**config.mk**
```make
export PLATFORM = sky130hd
export DESIGN_NAME = grid_local_minima_and_upper_sum
export DESIGN_NICKNAME = d
export VERILOG_FILES = /design/src/sv/glm_pkg.sv /design/src/sv/glm_ram.sv /design/src/sv/glm_queue.sv /design/src/sv/glm_front.sv /design/src/sv/glm_back.sv /design/src/sv/grid_local_minima_and_upper_sum.sv
export SDC_FILE = /design/constraint.sdc
export NUM_CORES = 2
export LEC_CHECK = 0
export BUFFER_PORTS_ARGS = -buffer_cell sky130_fd_sc_hd__buf_2
export CAP_MARGIN = 20
export CORE_AREA = 2 2 311 313
export DETAILED_ROUTE_END_ITERATION = 16
export DIE_AREA = 0 0 313 315
export GPL_ROUTABILITY_DRIVEN = 0
export HOLD_SLACK_MARGIN = 0.15
export PLACE_DENSITY = 0.71
export SLEW_MARGIN = 20
export SYNTH_ARGS = -nofsm -noshare
export SYNTH_HDL_FRONTEND = slang
export SYNTH_SLANG_ARGS = --single-unit
```
**constraint.sdc**
```tcl
create_clock -name aclk -period 6.1 [get_ports aclk]
set_input_delay 0.915 -clock aclk [delete_from_list [all_inputs] [get_ports aclk]]
set_output_delay 0.915 -clock aclk [all_outputs]
set_load 0.01 [all_outputs]
```
**src/sv/glm_pkg.sv**
```systemverilog
// package for the grid local minima and upper sum block
// types, widths and constants shared by the front, the back and the top level
// no dependencies
package glm_pkg;

    localparam int MAX_SIDE_DEF   = 64;
    localparam int PIXEL_BITS_DEF = 8;
    localparam int CFG_W          = 7;
    localparam int SIDE_RESET     = 10;
    localparam int COUNT_W        = 13;
    localparam int SUM_W          = 20;
    localparam int QUEUE_DEPTH    = 4;

    // position flags worked out by the front for each pixel
    typedef struct packed {
        logic row_first;   // top row, nothing above
        logic row_early;   // top two rows, nothing two above
        logic upper;       // column beyond row
        logic col_first;
        logic col_last;
        logic frame_last;
    } glm_flags_t;

    localparam int FLAGS_W = $bits(glm_flags_t);

    typedef struct packed {
        logic flushing;
        logic res_load;
    } glm_status_t;

    function automatic int addr_bits(input int depth);
        return (depth > 1) ? $clog2(depth) : 1;
    endfunction

endpackage

```
**src/sv/glm_ram.sv**
```systemverilog
// generic single write, single read memory with registered read data
// read data holds while no read is issued; depends on glm_pkg
module glm_ram #(
    parameter int WIDTH = 8,
    parameter int DEPTH = 64
) (
    input  logic                                   aclk,
    input  logic                                   we,
    input  logic [glm_pkg::addr_bits(DEPTH)-1:0]   waddr,
    input  logic [WIDTH-1:0]                       wdata,
    input  logic                                   re,
    input  logic [glm_pkg::addr_bits(DEPTH)-1:0]   raddr,
    output logic [WIDTH-1:0]                       rdata
);
    import glm_pkg::*;

    logic [WIDTH-1:0] mem [DEPTH];
    logic [WIDTH-1:0] rdata_reg;

    always_ff @(posedge aclk) begin
        if (we) begin
            mem[waddr] <= wdata;
        end
        if (re) begin
            rdata_reg <= mem[raddr];
        end
    end

    assign rdata = rdata_reg;

endmodule

```
**src/sv/glm_queue.sv**
```systemverilog
// short first-in first-out queue between the front and the back
// register array with read and write pointers; depends on glm_pkg
module glm_queue #(
    parameter int WIDTH = 8,
    parameter int DEPTH = glm_pkg::QUEUE_DEPTH
) (
    input  logic             aclk,
    input  logic             aresetn,
    input  logic             in_valid,
    output logic             in_ready,
    input  logic [WIDTH-1:0] in_data,
    output logic             out_valid,
    input  logic             out_ready,
    output logic [WIDTH-1:0] out_data
);
    import glm_pkg::*;

    localparam int PTR_W = addr_bits(DEPTH);
    localparam int CNT_W = $clog2(DEPTH + 1);

    logic [WIDTH-1:0] slot_reg [DEPTH];
    logic [PTR_W-1:0] wr_ptr_reg, wr_ptr_next;
    logic [PTR_W-1:0] rd_ptr_reg, rd_ptr_next;
    logic [CNT_W-1:0] fill_reg, fill_next;
    logic             push;
    logic             pop;

    assign in_ready  = (fill_reg != CNT_W'(DEPTH));
    assign out_valid = (fill_reg != '0);
    assign out_data  = slot_reg[rd_ptr_reg];
    assign push      = in_valid && in_ready;
    assign pop       = out_valid && out_ready;

    always_comb begin
        wr_ptr_next = wr_ptr_reg;
        rd_ptr_next = rd_ptr_reg;
        fill_next   = fill_reg;
        if (push) begin
            wr_ptr_next = (wr_ptr_reg == PTR_W'(DEPTH - 1)) ? '0 : wr_ptr_reg + PTR_W'(1);
        end
        if (pop) begin
            rd_ptr_next = (rd_ptr_reg == PTR_W'(DEPTH - 1)) ? '0 : rd_ptr_reg + PTR_W'(1);
        end
        if (push && !pop) begin
            fill_next = fill_reg + CNT_W'(1);
        end else if (pop && !push) begin
            fill_next = fill_reg - CNT_W'(1);
        end
    end

    always_ff @(posedge aclk) begin
        if (!aresetn) begin
            wr_ptr_reg <= '0;
            rd_ptr_reg <= '0;
            fill_reg   <= '0;
        end else begin
            wr_ptr_reg <= wr_ptr_next;
            rd_ptr_reg <= rd_ptr_next;
            fill_reg   <= fill_next;
        end
        if (push) begin
            slot_reg[wr_ptr_reg] <= in_data;
        end
    end

endmodule

```
**src/sv/glm_front.sv**
```systemverilog
// front part: side length register, raster position counters, pixel flags
// depends on glm_pkg
module glm_front #(
    parameter int MAX_SIDE   = glm_pkg::MAX_SIDE_DEF,
    parameter int PIXEL_BITS = glm_pkg::PIXEL_BITS_DEF
) (
    input  logic                                   aclk,
    input  logic                                   aresetn,
    input  logic                                   cfg_valid,
    output logic                                   cfg_ready,
    input  logic [glm_pkg::CFG_W-1:0]              cfg_data,
    input  logic                                   s_valid,
    output logic                                   s_ready,
    input  logic [PIXEL_BITS-1:0]                  s_pixel,
    output logic                                   out_valid,
    input  logic                                   out_ready,
    output logic [PIXEL_BITS-1:0]                  out_pixel,
    output logic [glm_pkg::addr_bits(MAX_SIDE)-1:0] out_col,
    output glm_pkg::glm_flags_t                    out_flags,
    output logic [$clog2(MAX_SIDE + 1)-1:0]        side,
    output logic                                   cfg_write
);
    import glm_pkg::*;

    localparam int COL_W  = addr_bits(MAX_SIDE);
    localparam int SIDE_W = $clog2(MAX_SIDE + 1);
    localparam logic [SIDE_W-1:0] SIDE_INIT =
        SIDE_W'((SIDE_RESET > MAX_SIDE) ? MAX_SIDE : SIDE_RESET);

    logic [SIDE_W-1:0] side_reg, side_next;
    logic [COL_W-1:0]  row_reg, row_next;
    logic [COL_W-1:0]  col_reg, col_next;
    logic [SIDE_W-1:0] side_m1;
    logic              accept;
    glm_flags_t        flags;

    assign cfg_ready = 1'b1;
    assign cfg_write = cfg_valid;
    assign side      = side_reg;
    assign side_m1   = side_reg - SIDE_W'(1);

    assign s_ready   = out_ready;
    assign out_valid = s_valid;
    assign out_pixel = s_pixel;
    assign out_col   = col_reg;
    assign out_flags = flags;
    assign accept    = s_valid && out_ready;

    always_comb begin
        flags.row_first  = (row_reg == '0);
        flags.row_early  = (32'(row_reg) < 2);
        flags.upper      = (col_reg > row_reg);
        flags.col_first  = (col_reg == '0);
        flags.col_last   = (SIDE_W'(col_reg) == side_m1);
        flags.frame_last = flags.col_last && (SIDE_W'(row_reg) == side_m1);
    end

    always_comb begin
        side_next = side_reg;
        row_next  = row_reg;
        col_next  = col_reg;
        if (cfg_write) begin
            // zero acts as one, anything beyond the line stores is clamped
            if (cfg_data == '0) begin
                side_next = SIDE_W'(1);
            end else if (32'(cfg_data) > MAX_SIDE) begin
                side_next = SIDE_W'(MAX_SIDE);
            end else begin
                side_next = SIDE_W'(cfg_data);
            end
            row_next = '0;
            col_next = '0;
        end else if (accept) begin
            if (flags.col_last) begin
                col_next = '0;
                row_next = flags.frame_last ? '0 : row_reg + COL_W'(1);
            end else begin
                col_next = col_reg + COL_W'(1);
            end
        end
    end

    always_ff @(posedge aclk) begin
        if (!aresetn) begin
            side_reg <= SIDE_INIT;
            row_reg  <= '0;
            col_reg  <= '0;
        end else begin
            side_reg <= side_next;
            row_reg  <= row_next;
            col_reg  <= col_next;
        end
    end

endmodule

```
**src/sv/glm_back.sv**
```systemverilog
// back part: two line stores, neighbour window, minimum test, accumulators,
// final row sweep and result register; depends on glm_pkg and glm_ram
module glm_back #(
    parameter int MAX_SIDE   = glm_pkg::MAX_SIDE_DEF,
    parameter int PIXEL_BITS = glm_pkg::PIXEL_BITS_DEF
) (
    input  logic                                    aclk,
    input  logic                                    aresetn,
    input  logic [$clog2(MAX_SIDE + 1)-1:0]         side,
    input  logic                                    cfg_write,
    input  logic                                    in_valid,
    output logic                                    in_ready,
    input  logic [PIXEL_BITS-1:0]                   in_pixel,
    input  logic [glm_pkg::addr_bits(MAX_SIDE)-1:0] in_col,
    input  glm_pkg::glm_flags_t                     in_flags,
    output logic                                    m_valid,
    input  logic                                    m_ready,
    output logic [glm_pkg::COUNT_W-1:0]             m_minima_count,
    output logic [glm_pkg::SUM_W-1:0]               m_upper_sum,
    output glm_pkg::glm_status_t                    status
);
    import glm_pkg::*;

    localparam int COL_W  = addr_bits(MAX_SIDE);
    localparam int SIDE_W = $clog2(MAX_SIDE + 1);
    localparam int ADD_W  = ((PIXEL_BITS > SUM_W) ? PIXEL_BITS : SUM_W) + 1;
    localparam logic [COUNT_W-1:0] COUNT_MAX = '1;
    localparam logic [SUM_W-1:0]   SUM_MAX   = '1;

    typedef enum logic [1:0] {ST_RUN, ST_WAIT, ST_FLUSH} state_t;

    state_t                state_reg, state_next;
    logic [COL_W-1:0]      fc_reg, fc_next;

    logic                  s2_valid_reg, s2_valid_next;
    logic                  s2_real_reg, s2_real_next;
    logic                  s2_test_reg, s2_test_next;
    logic                  s2_up_free_reg, s2_up_free_next;
    logic                  s2_down_free_reg, s2_down_free_next;
    logic                  s2_left_free_reg, s2_left_free_next;
    logic                  s2_right_free_reg, s2_right_free_next;
    logic                  s2_upper_reg, s2_upper_next;
    logic                  s2_end_reg, s2_end_next;
    logic [COL_W-1:0]      s2_col_reg, s2_col_next;
    logic [PIXEL_BITS-1:0] s2_pixel_reg, s2_pixel_next;

    logic [PIXEL_BITS-1:0] win_left_reg, win_left_next;
    logic [PIXEL_BITS-1:0] win_mid_reg, win_mid_next;
    logic [COUNT_W-1:0]    count_reg, count_next;
    logic [SUM_W-1:0]      sum_reg, sum_next;
    logic                  m_valid_reg, m_valid_next;
    logic [COUNT_W-1:0]    m_count_reg, m_count_next;
    logic [SUM_W-1:0]      m_sum_reg, m_sum_next;

    logic [SIDE_W-1:0]     side_m1;
    logic                  single;
    logic                  pop;
    logic                  sweep;
    logic                  sweep_last;
    logic                  issue;
    logic [COL_W-1:0]      st1_col;
    logic                  st1_col_last;
    logic [COL_W-1:0]      a_raddr;
    logic [PIXEL_BITS-1:0] a_rdata;
    logic [PIXEL_BITS-1:0] b_rdata;
    logic                  b_we;
    logic                  hit;
    logic [COUNT_W-1:0]    count_upd;
    logic [ADD_W-1:0]      sum_wide;
    logic [SUM_W-1:0]      sum_upd;

    assign side_m1    = side - SIDE_W'(1);
    assign single     = (side == SIDE_W'(1));
    assign in_ready   = (state_reg == ST_RUN);
    assign pop        = in_ready && in_valid;
    assign sweep      = (state_reg == ST_FLUSH);
    assign sweep_last = (SIDE_W'(fc_reg) == side_m1);
    assign issue      = pop || sweep;
    assign st1_col      = pop ? in_col : fc_reg;
    assign st1_col_last = pop ? in_flags.col_last : sweep_last;
    // read one column ahead; at row end this fetches column zero of the new row above
    assign a_raddr    = st1_col_last ? '0 : st1_col + COL_W'(1);
    assign b_we       = s2_valid_reg && s2_real_reg;

    // row above the incoming pixel, overwritten by the incoming row
    glm_ram #(
        .WIDTH (PIXEL_BITS),
        .DEPTH (MAX_SIDE)
    ) u_newer_ram (
        .aclk  (aclk),
        .we    (pop),
        .waddr (in_col),
        .wdata (in_pixel),
        .re    (issue),
        .raddr (a_raddr),
        .rdata (a_rdata)
    );

    // row two above, overwritten by the row above
    glm_ram #(
        .WIDTH (PIXEL_BITS),
        .DEPTH (MAX_SIDE)
    ) u_older_ram (
        .aclk  (aclk),
        .we    (b_we),
        .waddr (s2_col_reg),
        .wdata (win_mid_reg),
        .re    (issue),
        .raddr (st1_col),
        .rdata (b_rdata)
    );

    // minimum test on the pixel of the row above
    always_comb begin
        hit = s2_test_reg
              && (s2_up_free_reg    || (win_mid_reg < b_rdata))
              && (s2_down_free_reg  || (win_mid_reg < s2_pixel_reg))
              && (s2_left_free_reg  || (win_mid_reg < win_left_reg))
              && (s2_right_free_reg || (win_mid_reg < a_rdata));
        count_upd = count_reg;
        if (hit && (count_reg != COUNT_MAX)) begin
            count_upd = count_reg + COUNT_W'(1);
        end
        sum_wide = ADD_W'(sum_reg) + ADD_W'(s2_pixel_reg);
        sum_upd  = sum_reg;
        if (s2_upper_reg) begin
            sum_upd = (sum_wide > ADD_W'(SUM_MAX)) ? SUM_MAX : SUM_W'(sum_wide);
        end
    end

    always_comb begin
        state_next         = state_reg;
        fc_next            = fc_reg;
        s2_valid_next      = issue;
        s2_real_next       = pop;
        s2_test_next       = pop ? !in_flags.row_first : 1'b1;
        s2_up_free_next    = pop ? in_flags.row_early : single;
        s2_down_free_next  = sweep;
        s2_left_free_next  = pop ? in_flags.col_first : (fc_reg == '0);
        s2_right_free_next = st1_col_last;
        s2_upper_next      = pop && in_flags.upper;
        s2_end_next        = sweep && sweep_last;
        s2_col_next        = st1_col;
        s2_pixel_next      = in_pixel;
        win_left_next      = win_left_reg;
        win_mid_next       = win_mid_reg;
        count_next         = count_reg;
        sum_next           = sum_reg;
        m_valid_next       = m_valid_reg;
        m_count_next       = m_count_reg;
        m_sum_next         = m_sum_reg;

        unique case (state_reg)
            ST_RUN: begin
                if (pop && in_flags.frame_last) begin
                    state_next = ST_WAIT;
                end
            end
            ST_WAIT: begin
                // sweep only once the result slot is free
                if (!m_valid_reg) begin
                    state_next = ST_FLUSH;
                    fc_next    = '0;
                end
            end
            ST_FLUSH: begin
                fc_next = fc_reg + COL_W'(1);
                if (sweep_last) begin
                    state_next = ST_RUN;
                end
            end
            default: begin
                state_next = ST_RUN;
            end
        endcase

        if (m_valid_reg && m_ready) begin
            m_valid_next = 1'b0;
        end

        if (s2_valid_reg) begin
            win_left_next = win_mid_reg;
            // a one-wide grid takes the pixel it just wrote from the stage register, not the line store
            win_mid_next  = single ? s2_pixel_reg : a_rdata;
            if (s2_end_reg) begin
                m_valid_next = 1'b1;
                m_count_next = count_upd;
                m_sum_next   = sum_upd;
                count_next   = '0;
                sum_next     = '0;
            end else begin
                count_next = count_upd;
                sum_next   = sum_upd;
            end
        end

        if (cfg_write) begin
            count_next = '0;
            sum_next   = '0;
        end
    end

    always_ff @(posedge aclk) begin
        if (!aresetn) begin
            state_reg    <= ST_RUN;
            fc_reg       <= '0;
            s2_valid_reg <= 1'b0;
            count_reg    <= '0;
            sum_reg      <= '0;
            m_valid_reg  <= 1'b0;
        end else begin
            state_reg    <= state_next;
            fc_reg       <= fc_next;
            s2_valid_reg <= s2_valid_next;
            count_reg    <= count_next;
            sum_reg      <= sum_next;
            m_valid_reg  <= m_valid_next;
        end
        s2_real_reg       <= s2_real_next;
        s2_test_reg       <= s2_test_next;
        s2_up_free_reg    <= s2_up_free_next;
        s2_down_free_reg  <= s2_down_free_next;
        s2_left_free_reg  <= s2_left_free_next;
        s2_right_free_reg <= s2_right_free_next;
        s2_upper_reg      <= s2_upper_next;
        s2_end_reg        <= s2_end_next;
        s2_col_reg        <= s2_col_next;
        s2_pixel_reg      <= s2_pixel_next;
        win_left_reg      <= win_left_next;
        win_mid_reg       <= win_mid_next;
        m_count_reg       <= m_count_next;
        m_sum_reg         <= m_sum_next;
    end

    assign m_valid         = m_valid_reg;
    assign m_minima_count  = m_count_reg;
    assign m_upper_sum     = m_sum_reg;
    assign status.flushing = sweep;
    assign status.res_load = s2_valid_reg && s2_end_reg;

endmodule

```
**src/sv/grid_local_minima_and_upper_sum.sv**
```systemverilog
// throughput: one pixel per cycle while the queue has room; each frame adds a final-row sweep
// of the back, partly hidden by the front queue
// result: registered at the end of the final row sweep, which starts once the result slot is free
// reset: synchronous, active low; clears position, accumulators and handshakes,
// line stores keep whatever they hold and need no clearing
module grid_local_minima_and_upper_sum #(
    parameter int MAX_SIDE   = glm_pkg::MAX_SIDE_DEF,
    parameter int PIXEL_BITS = glm_pkg::PIXEL_BITS_DEF
) (
    input  logic                        aclk,
    input  logic                        aresetn,
    // side length register write
    input  logic                        cfg_valid,
    output logic                        cfg_ready,
    input  logic [glm_pkg::CFG_W-1:0]   cfg_data,
    // pixel stream, raster order
    input  logic                        s_valid,
    output logic                        s_ready,
    input  logic [PIXEL_BITS-1:0]       s_pixel,
    // one result item per frame
    output logic                        m_valid,
    input  logic                        m_ready,
    output logic [glm_pkg::COUNT_W-1:0] m_minima_count,
    output logic [glm_pkg::SUM_W-1:0]   m_upper_sum
);
    import glm_pkg::*;

    localparam int COL_W  = addr_bits(MAX_SIDE);
    localparam int SIDE_W = $clog2(MAX_SIDE + 1);
    // queue item layout: flags, column, pixel
    localparam int QW     = FLAGS_W + COL_W + PIXEL_BITS;

    logic                  f_valid;
    logic                  f_ready;
    logic [PIXEL_BITS-1:0] f_pixel;
    logic [COL_W-1:0]      f_col;
    glm_flags_t            f_flags;
    logic [SIDE_W-1:0]     side;
    logic                  cfg_write;

    logic [QW-1:0]         q_in;
    logic [QW-1:0]         q_out;
    logic                  q_valid;
    logic                  q_ready;
    logic [PIXEL_BITS-1:0] q_pixel;
    logic [COL_W-1:0]      q_col;
    glm_flags_t            q_flags;

    glm_status_t           status;

    // front: register, position counters and per-pixel flags
    glm_front #(
        .MAX_SIDE   (MAX_SIDE),
        .PIXEL_BITS (PIXEL_BITS)
    ) u_front (
        .aclk      (aclk),
        .aresetn   (aresetn),
        .cfg_valid (cfg_valid),
        .cfg_ready (cfg_ready),
        .cfg_data  (cfg_data),
        .s_valid   (s_valid),
        .s_ready   (s_ready),
        .s_pixel   (s_pixel),
        .out_valid (f_valid),
        .out_ready (f_ready),
        .out_pixel (f_pixel),
        .out_col   (f_col),
        .out_flags (f_flags),
        .side      (side),
        .cfg_write (cfg_write)
    );

    assign q_in = {f_flags, f_col, f_pixel};

    // queue keeps pixels flowing while the back sweeps the last row
    glm_queue #(
        .WIDTH (QW),
        .DEPTH (QUEUE_DEPTH)
    ) u_queue (
        .aclk      (aclk),
        .aresetn   (aresetn),
        .in_valid  (f_valid),
        .in_ready  (f_ready),
        .in_data   (q_in),
        .out_valid (q_valid),
        .out_ready (q_ready),
        .out_data  (q_out)
    );

    assign q_pixel = q_out[PIXEL_BITS-1:0];
    assign q_col   = q_out[PIXEL_BITS +: COL_W];
    assign q_flags = glm_flags_t'(q_out[QW-1 -: FLAGS_W]);

    // back: line stores, minimum test, sums, final row sweep, result register
    glm_back #(
        .MAX_SIDE   (MAX_SIDE),
        .PIXEL_BITS (PIXEL_BITS)
    ) u_back (
        .aclk           (aclk),
        .aresetn        (aresetn),
        .side           (side),
        .cfg_write      (cfg_write),
        .in_valid       (q_valid),
        .in_ready       (q_ready),
        .in_pixel       (q_pixel),
        .in_col         (q_col),
        .in_flags       (q_flags),
        .m_valid        (m_valid),
        .m_ready        (m_ready),
        .m_minima_count (m_minima_count),
        .m_upper_sum    (m_upper_sum),
        .status         (status)
    );

    // a result is only written into an empty result slot
    a_result_slot_free: assert property (@(posedge aclk) disable iff (!aresetn)
        status.res_load |-> !m_valid)
        else $error("result loaded over a pending result");

    // no pixel leaves the queue while the last row is being swept
    a_no_pop_in_sweep: assert property (@(posedge aclk) disable iff (!aresetn)
        status.flushing |-> !(q_valid && q_ready))
        else $error("queue popped during final row sweep");

    // reset empties the queue and the result slot
    a_reset_empty: assert property (@(posedge aclk)
        !aresetn |=> (!m_valid && !q_valid))
        else $error("queue or result slot not empty after reset");

endmodule
```
==> reports/metrics.cfg <==
[outcome]
run_status = finished clean

[synth]
ys_types = 96
syn_area_sq_um = 52200
synth.most_common_cell = edfxtp_1
synthTopCellsByArea = edfxtp_1 (67%), nand2_1 (5.5%), dfxtp_1 (3.6%)
ys_seq_elements = 1262
synth_nets = 4099
synth-edff-count = 1169
ys_seq_area_share_pct = 70.9
avgSynthCellArea_sq_um = 13.0
yosys.area.top_type = edfxtp_1
postSynthCellCount = 4019
yosysWarnings = 0
synth.top_cell.area_share_pct = 67.3
post_synth_most_frequent_cells = edfxtp_1 (1169), nand2_1 (769), nand3_1 (324), nor2_1 (257), clkbuf_1 (148)
synthFlopType = edfxtp_1
async_flop_share_pct = 0

[sta]
max_slew_margin_pct = 22.5
rsz0062_at_grt = false
timing_hold_violations_final = 0
maxSlewViolCount = 0
period_needed_ps = 5490
setup_viol = 0
fmax_ghz = 0.182
post-route-period-util_pct = 89.9
max_slew.worst_pin.slew_ps = 1160
finClkSkew_ps = 45.5
tns_ps = 0

[cts]
cts_resized = 0
path_clk_slew_ps = 70
clock_latency_ps = 750
cts_made_buffers = 121
cts_tree = built
tritoncts_num_sinks = 1262
cts_setup_buffers = 0
h-tree-depth = 3
cts_hold_buf = 0
clk_path_buf_depth = 3
root_buffer = clkbuf_16

[worst_setup_path]
critPathSlowestCell = nor3_4
path_class = reg -> reg
path_max_fanout = 19
worstPathCellList = or3_1, nand2_2, inv_2, a21oi_4, inv_4, ha_1, inv_1, nor4_1, nor3_4, buf_4, nor3_4, a2111oi_2, a32o_1, a211oi_1, o221ai_1, and3_1
startpoint = u_queue.fill_reg[0]
arrival_ps = 6000
regToRegStartpoint = u_queue.fill_reg[0]
critical-path-top-delay-family = simple AND/OR/NAND/NOR gates
cp_common_cell = nor3_4
required_ps = 6610
path_depth = 16
setup.worst_path.start_class = flip-flop
crit_buf_inv = 4
end_kind = flip-flop
critical_path.max_stage_delay_ps = 760
r2r_cells = 16

[routing]
totalWireLength_um = 138000
num_vias = 34265
first_pass_iters = 6
post_drt_wl_per_cell_um = 25.6
detail-route-antenna-nets = 0
initialDrtViolationCount = 5069
drc = 0
via_per_inst = 6.34

[floorplan]
die_x_um = 313
die_h_um = 315
start_util_pct = 54.5
dieArea_sq_um = 98600
rows = 114
io-pin-count = 56
coreArea_sq_um = 95700

[grt]
antenna_found_initial = 2
grt_pass1_wl_um = 206000
overflow = 0
first_global_vias = 33051
grt_max_degree = 170
grtUsageTotal_pct = 27.8

[finish]
multi_input_area_sq_um = 13900
fillerInstances = 7188
seq_area_sq_um = 37000
drive_above_1_share_pct = 9.50
area_growth_pct = 10.9
nNetsFinal = 4102
diodes = 0

[min_path]
hold_depth = 1
worstHoldStart = s_pixel[1]
hold_path_class = in -> reg

[power]
ir_drop_uv = 575
power_leakage_uw = 0.0195
finalPower_uw = 32300
powerDensity_nw_per_um2 = 558

[placement]
io_buffer_count = 54
hpwlAfterDp_um = 82000

[job]
drv_cap = 0

[final timing paths]
kind,to,slack [ps]
worst max-delay path,u_back.u_newer_ram.rdata[0],610
worst min-delay path,u_queue.slot_reg[3][1],400
worst max register to register,u_back.u_newer_ram.rdata[0],610
worst min register to register,u_back.sum_reg[14],510
[metal layers]
layer / wire, um / track usage [%] / up-vias
met4: 7710 / 13.7 / 0
met5: 0 / 0 / -
met3: 14300 / 5.84 / 462
met2: 65000 / 44.2 / 2160
met1: 51200 / 36.6 / 16575
li1: - / - / 15068
[metrics by stage]
step	worst slack (ps)	utilization (%)	cells	hold WS [ps]	instance area [sq um]
2_1_floorplan	1680	-	4019	467	52200
3_3_place_gp	939	56.1	5175	489	53700
3_5_place_dp	804	56.1	5175	498	53700
4_1_cts	828	60.4	5404	367	57800
5_1_grt	432	60.4	5404	392	57800
6_report	614	60.4	5404	403	57800
[worst reg2reg max path: cells and delay by family (launching register included)]
family | cells | cell delay (ps)
DFF | 1 | 430
AOI/OAI and AO/OA | 5 | 1420
adders and majority gates | 1 | 240
buffers and inverters | 4 | 890
and+or+nand+nor | 6 | 2290
[kinds of logic (layout without fill, tap and decap cells)]
logic type | count (synthesis) | count (layout) | synth area share (%)
AND/OR/NAND/NOR | 1600 | 1600 | 13.6
flip-flops | 1262 | 1262 | 70.9
AO/OA/AOI/OAI | 644 | 644 | 8.75
buffers and inverters | 334 | 443 | 2.63
adder cells (fa/ha/maj) | 60 | 60 | 1.47
XOR/XNOR | 60 | 60 | 1.06
multiplexers | 58 | 58 | 1.61
other | 1 | 1 | 0.00719
[placed cells by master, fill, tap and decap left out, drive strengths merged, types with 45 or more instances in the layout]
master  synthesis  final
o21ai          91     91
buf            98    126
nor2          258    258
clkbuf        148    170
and3           60     60
clkinv          2     45
dfxtp          93     93
nand3         324    324
inv            86     89
o22ai          90     90
nand2         770    770
a21oi          94     94
edfxtp       1169   1169
ha             58     58
a311oi         73     73
a31oi          60     60
[layout make-up]
type / count / area share, %
Sequential cell: 1262 / 63.9
Multi-Input combinational cell: 2423 / 24.1
Clock buffer: 170 / 5.91
Tap cell: 1276 / 2.76
Timing Repair Buffer: 126 / 1.53
Clock inverter: 59 / 1.20
Inverter: 88 / 0.588
[power breakdown]
part,total (uW),internal [uW],switching [uW]
Sequential,11200,10900,286
Clock,7670,4420,3240
Combinational,13400,3680,9720
Note: power is estimated with default switching activity, not from simulation.
